`src/hw/rtl/fla_pkg.sv`:
```
// ----------------------------------------------------------------------------
// fla_pkg: shared definitions for the free list block allocator
// Operation and status codes, default pool size, and the command and status
// groups passed between the controller and the datapath.
// ----------------------------------------------------------------------------
package fla_pkg;

    localparam int DEF_MAX_BLOCKS = 1024;
    localparam int STATUS_W       = 2;

    localparam logic OP_ALLOC   = 1'b0;
    localparam logic OP_RELEASE = 1'b1;

    localparam logic [STATUS_W-1:0] ST_OK        = 2'd0;
    localparam logic [STATUS_W-1:0] ST_EXHAUSTED = 2'd1;
    localparam logic [STATUS_W-1:0] ST_BAD_INDEX = 2'd2;

    typedef struct packed {
        logic rebuild;    // block_count written: restart the link sweep
        logic sweep;      // write one link entry of the rebuild sweep
        logic accept;     // request word taken this cycle
        logic load_head;  // pop state: head loaded from link memory
    } t_fla_cmd;

    typedef struct packed {
        logic sweep_last; // sweep is at the last link entry
        logic skid_full;  // no room for another response word
        logic pop_start;  // presented word is an allocate on a non-empty list
    } t_fla_stat;

endpackage

```
`src/hw/rtl/fla_ctrl.sv`:
```
// ----------------------------------------------------------------------------
// fla_ctrl: allocator controller
// Sequences the link rebuild sweep, request acceptance and the pop cycle.
// ----------------------------------------------------------------------------
module fla_ctrl (
    input  logic              i_clk,
    input  logic              i_rst_n,
    input  logic              i_cfg_we,
    input  logic              i_req_valid,
    input  fla_pkg::t_fla_stat i_stat,
    output logic              o_req_ready,
    output fla_pkg::t_fla_cmd  o_cmd
);

    localparam logic [1:0] S_SWEEP = 2'd0;
    localparam logic [1:0] S_IDLE  = 2'd1;
    localparam logic [1:0] S_POP   = 2'd2;

    logic [1:0] r_state;
    logic [1:0] n_state;
    logic       accept;

    assign o_req_ready = (r_state == S_IDLE) && !i_stat.skid_full;
    assign accept      = o_req_ready && i_req_valid;

    always_comb begin
        o_cmd.rebuild   = i_cfg_we;
        o_cmd.sweep     = (r_state == S_SWEEP) && !i_cfg_we;
        o_cmd.accept    = accept;
        o_cmd.load_head = (r_state == S_POP);
    end

    always_comb begin
        n_state = r_state;
        unique case (r_state)
            S_SWEEP: if (i_stat.sweep_last) n_state = S_IDLE;
            S_IDLE:  if (accept && i_stat.pop_start) n_state = S_POP;
            S_POP:   n_state = S_IDLE;
            default: n_state = S_SWEEP;
        endcase
        if (i_cfg_we) n_state = S_SWEEP;
    end

    always_ff @(posedge i_clk) begin
        if (!i_rst_n) begin
            r_state <= S_SWEEP;
        end else begin
            r_state <= n_state;
        end
    end

endmodule

```
`config.mk`:
```
export PLATFORM = sky130hd
export DESIGN_NAME = fla_ctrl
export DESIGN_NICKNAME = d
export VERILOG_FILES = /design/src/hw/rtl/fla_pkg.sv /design/src/hw/rtl/fla_ctrl.sv
export SDC_FILE = /design/constraint.sdc
export NUM_CORES = 1
export LEC_CHECK = 0
export BUFFER_PORTS_ARGS = -buffer_cell sky130_fd_sc_hd__buf_2
export CAP_MARGIN = 30
export CORE_AREA = 5 5 42 44
export DETAILED_ROUTE_END_ITERATION = 8
export DIE_AREA = 0 0 47 49
export PLACE_DENSITY = 0.3
export REMOVE_ABC_BUFFERS = 1
export SLEW_MARGIN = 20
export SYNTH_ARGS = -nofsm -noshare
export SYNTH_HDL_FRONTEND = slang
export SYNTH_SLANG_ARGS = --single-unit
```
`constraint.sdc`:
```
create_clock -name i_clk -period 1.6 [get_ports i_clk]
set_input_delay 0.08 -clock i_clk [delete_from_list [all_inputs] [get_ports i_clk]]
set_output_delay 0.08 -clock i_clk [all_outputs]
set_load 0.03 [all_outputs]
```
==> impl_results.md <==
- Die height: 49 um
- Fmax: 0.7814 GHz
- Critical path endpoint category: primary output
- Most common cell after layout, fill and taps aside: buf_2
- N_diodes: 0
- Average cell area after synthesis: 10.19 um2
- Fin nets: 35
- Final Max Tran Viols: 0
- # Max-Cap Violations: 0
- Synth-to-layout area growth: 57.89%
- Clk root buf: clkbuf_4
- Die Area: 0.002303 mm2
- Final worst setup slack: 320.2 ps
- Startpoint Class: flop
- Hold Fails Final Rpt: 0
- Post-DR wirelength/cell: 9.024 um
- Power, Total: 0.1947 mW
- First-pass DRT Iterations: 2
- Pre-CTS WS: 549.5 ps
- GPL Wtd Cong: 0.7343
- Max reg flops: 2
- Post-CTS Setup Repair Bufs: 0
- RSZ-0062 raised after global routing: false
- CTS sink count: 2
- Fillers: 173
- Non-Filler Instances: 42
- Worst Path Max Fanout: 6
- Fraction of layout cells with a size suffix above 1: 61.54%
- Post-CTS resize count: 0
- Critical path type: flop to primary output
- Vias in the first global route: 154
- Least-Margin Pin Slew: 244.0 ps
- First-pass GRT wire length: 648 um
- Hold WS: 128.5 ps
- Clock-pin slew on the worst setup and hold paths: 30 ps
- Power per cell area: 864.7 mW/mm2
- Total CTS buffers: 3
- Worst r2r path cells: 2
- Setup TNS: 0 ps
- CTS tree: done
- Hold_buf cts: 0
- Core ar.: 0.001401 mm2
- Die X: 47 um
- CP arrival: 1200 ps
- Max transition margin: 83.70%
- Placed Cells incl. Taps: 39
- VDD IR-drop max: 0.0001137 V
- Post-Synthesis Cells: 14
- DR vias: 147
- Yosys Warn Count: 0
- PortBufs: 11
- Seq cells post-synth: 2
- Io pins: 12
- Final min period: 1280 ps
- Biggest regs: r_state x2
- Lkg Pwr: 0.1146 nW
- Area leader, netlist: dfxtp_1
- Fin area: 225.2 um2
- Hold crit path type: input pin to flop
- Number of DRC markers in iteration 0: 4
- Clk_lat worst skew: 220 ps
- Htree depth: 1
- Initial antenna violation count: 0
- Reg with most FFs: r_state
- Drt drc: 0
- Synth top area share: 28.07%
- Yosys cell types: 11
- Synth top area cells: dfxtp_1 28%, nor3b_4 13%, a2111oi_2 11%, buf_4 11%, and4b_1 7.0%
- Most frequent cells in the layout: 11 x buf_2, 3 x clkbuf_4, 2 x nor3_1, 2 x dfxtp_1
- Crit share post-route: 79.99%
- Required @ worst endpoint: 1520 ps
- Worst Clk Skew: 1.445 ps
- Utilization after layout: 16.07%
- Placement Cell Area: 202.7 um2
- Post-DRT Antenna Nets: 0
- Pin count of the biggest net entering global routing: 7
- WHS Path Cells: 2
- Final setup viols: 0
- Site Rows: 14
- Vias per Instance: 3.500
- Total grt overflow: 0
- Initial core utilization: 10.18%
- Routed wire length: 379 um
- Seq/Total Area, Yosys: 28.07%
- Synth Cell Area: 142.6 um2
- Total GRT Usage: 4.219%
- CTS Buffer Depth: 2
- Status: finished clean
final cells by class:
| type | count | area (um2) | area share [%] |
|---|---|---|---|
| repair buffers | 11 | 55.05 | 24.44 |
| multi-input cells | 10 | 87.58 | 38.89 |
| clock buffers | 3 | 22.52 | 10.00 |
| well taps | 16 | 20.02 | 8.889 |
| flip-flops and latches | 2 | 40.04 | 17.78 |
kinds of logic (layout without fill, tap and decap cells):
kind of cell	Yosys count	in the layout	synth area share, %
and+or+nand+nor	9	9	50.89
DFF	2	2	28.07
buffers and inverters	2	14	10.52
AOI/OAI and AO/OA	1	1	10.52
worst max-delay path: stages (launching register included):
cell,delay [ps]
dfxtp_1,410
nor3b_4,240
and2_1,140
buf_2,190
per-layer routing:
layer / share of wire [%] / vias to the layer above / global-route usage [%]
li1: - / 77 / -
met1: 51 / 58 / 5.252
met2: 29 / 12 / 3.846
met3: 20 / 0 / 3.690
met4: 0 / 0 / 4.147
met5: 0 / - / 0
synth_stat cells:
| cell | count |
|---|---|
| buf_4 | 2 |
| dfxtp_1 | 2 |
| nor3_1 | 2 |
| a2111oi_2 | 1 |
| and2_1 | 1 |
| and3_1 | 1 |
| and3b_1 | 1 |
| and4b_1 | 1 |
| nand2b_1 | 1 |
| nor2b_1 | 1 |
| nor3b_4 | 1 |
power by group:
group	internal, mW	switching, mW
Clock	0.0825	0.0261
Combinational	0.0142	0.0181
Sequential	0.0516	0.00219
path summary, 6_finish.rpt:
check | slack, ps | startpoint | endpoint
setup / recovery | 320 | r_state[0] | o_cmd[1]
hold / removal | 130 | i_req_valid | r_state[1]
setup reg to reg | 690 | r_state[1] | r_state[0]
hold reg to reg | 560 | r_state[0] | r_state[0]
Note: power is estimated with default switching activity, not from simulation.
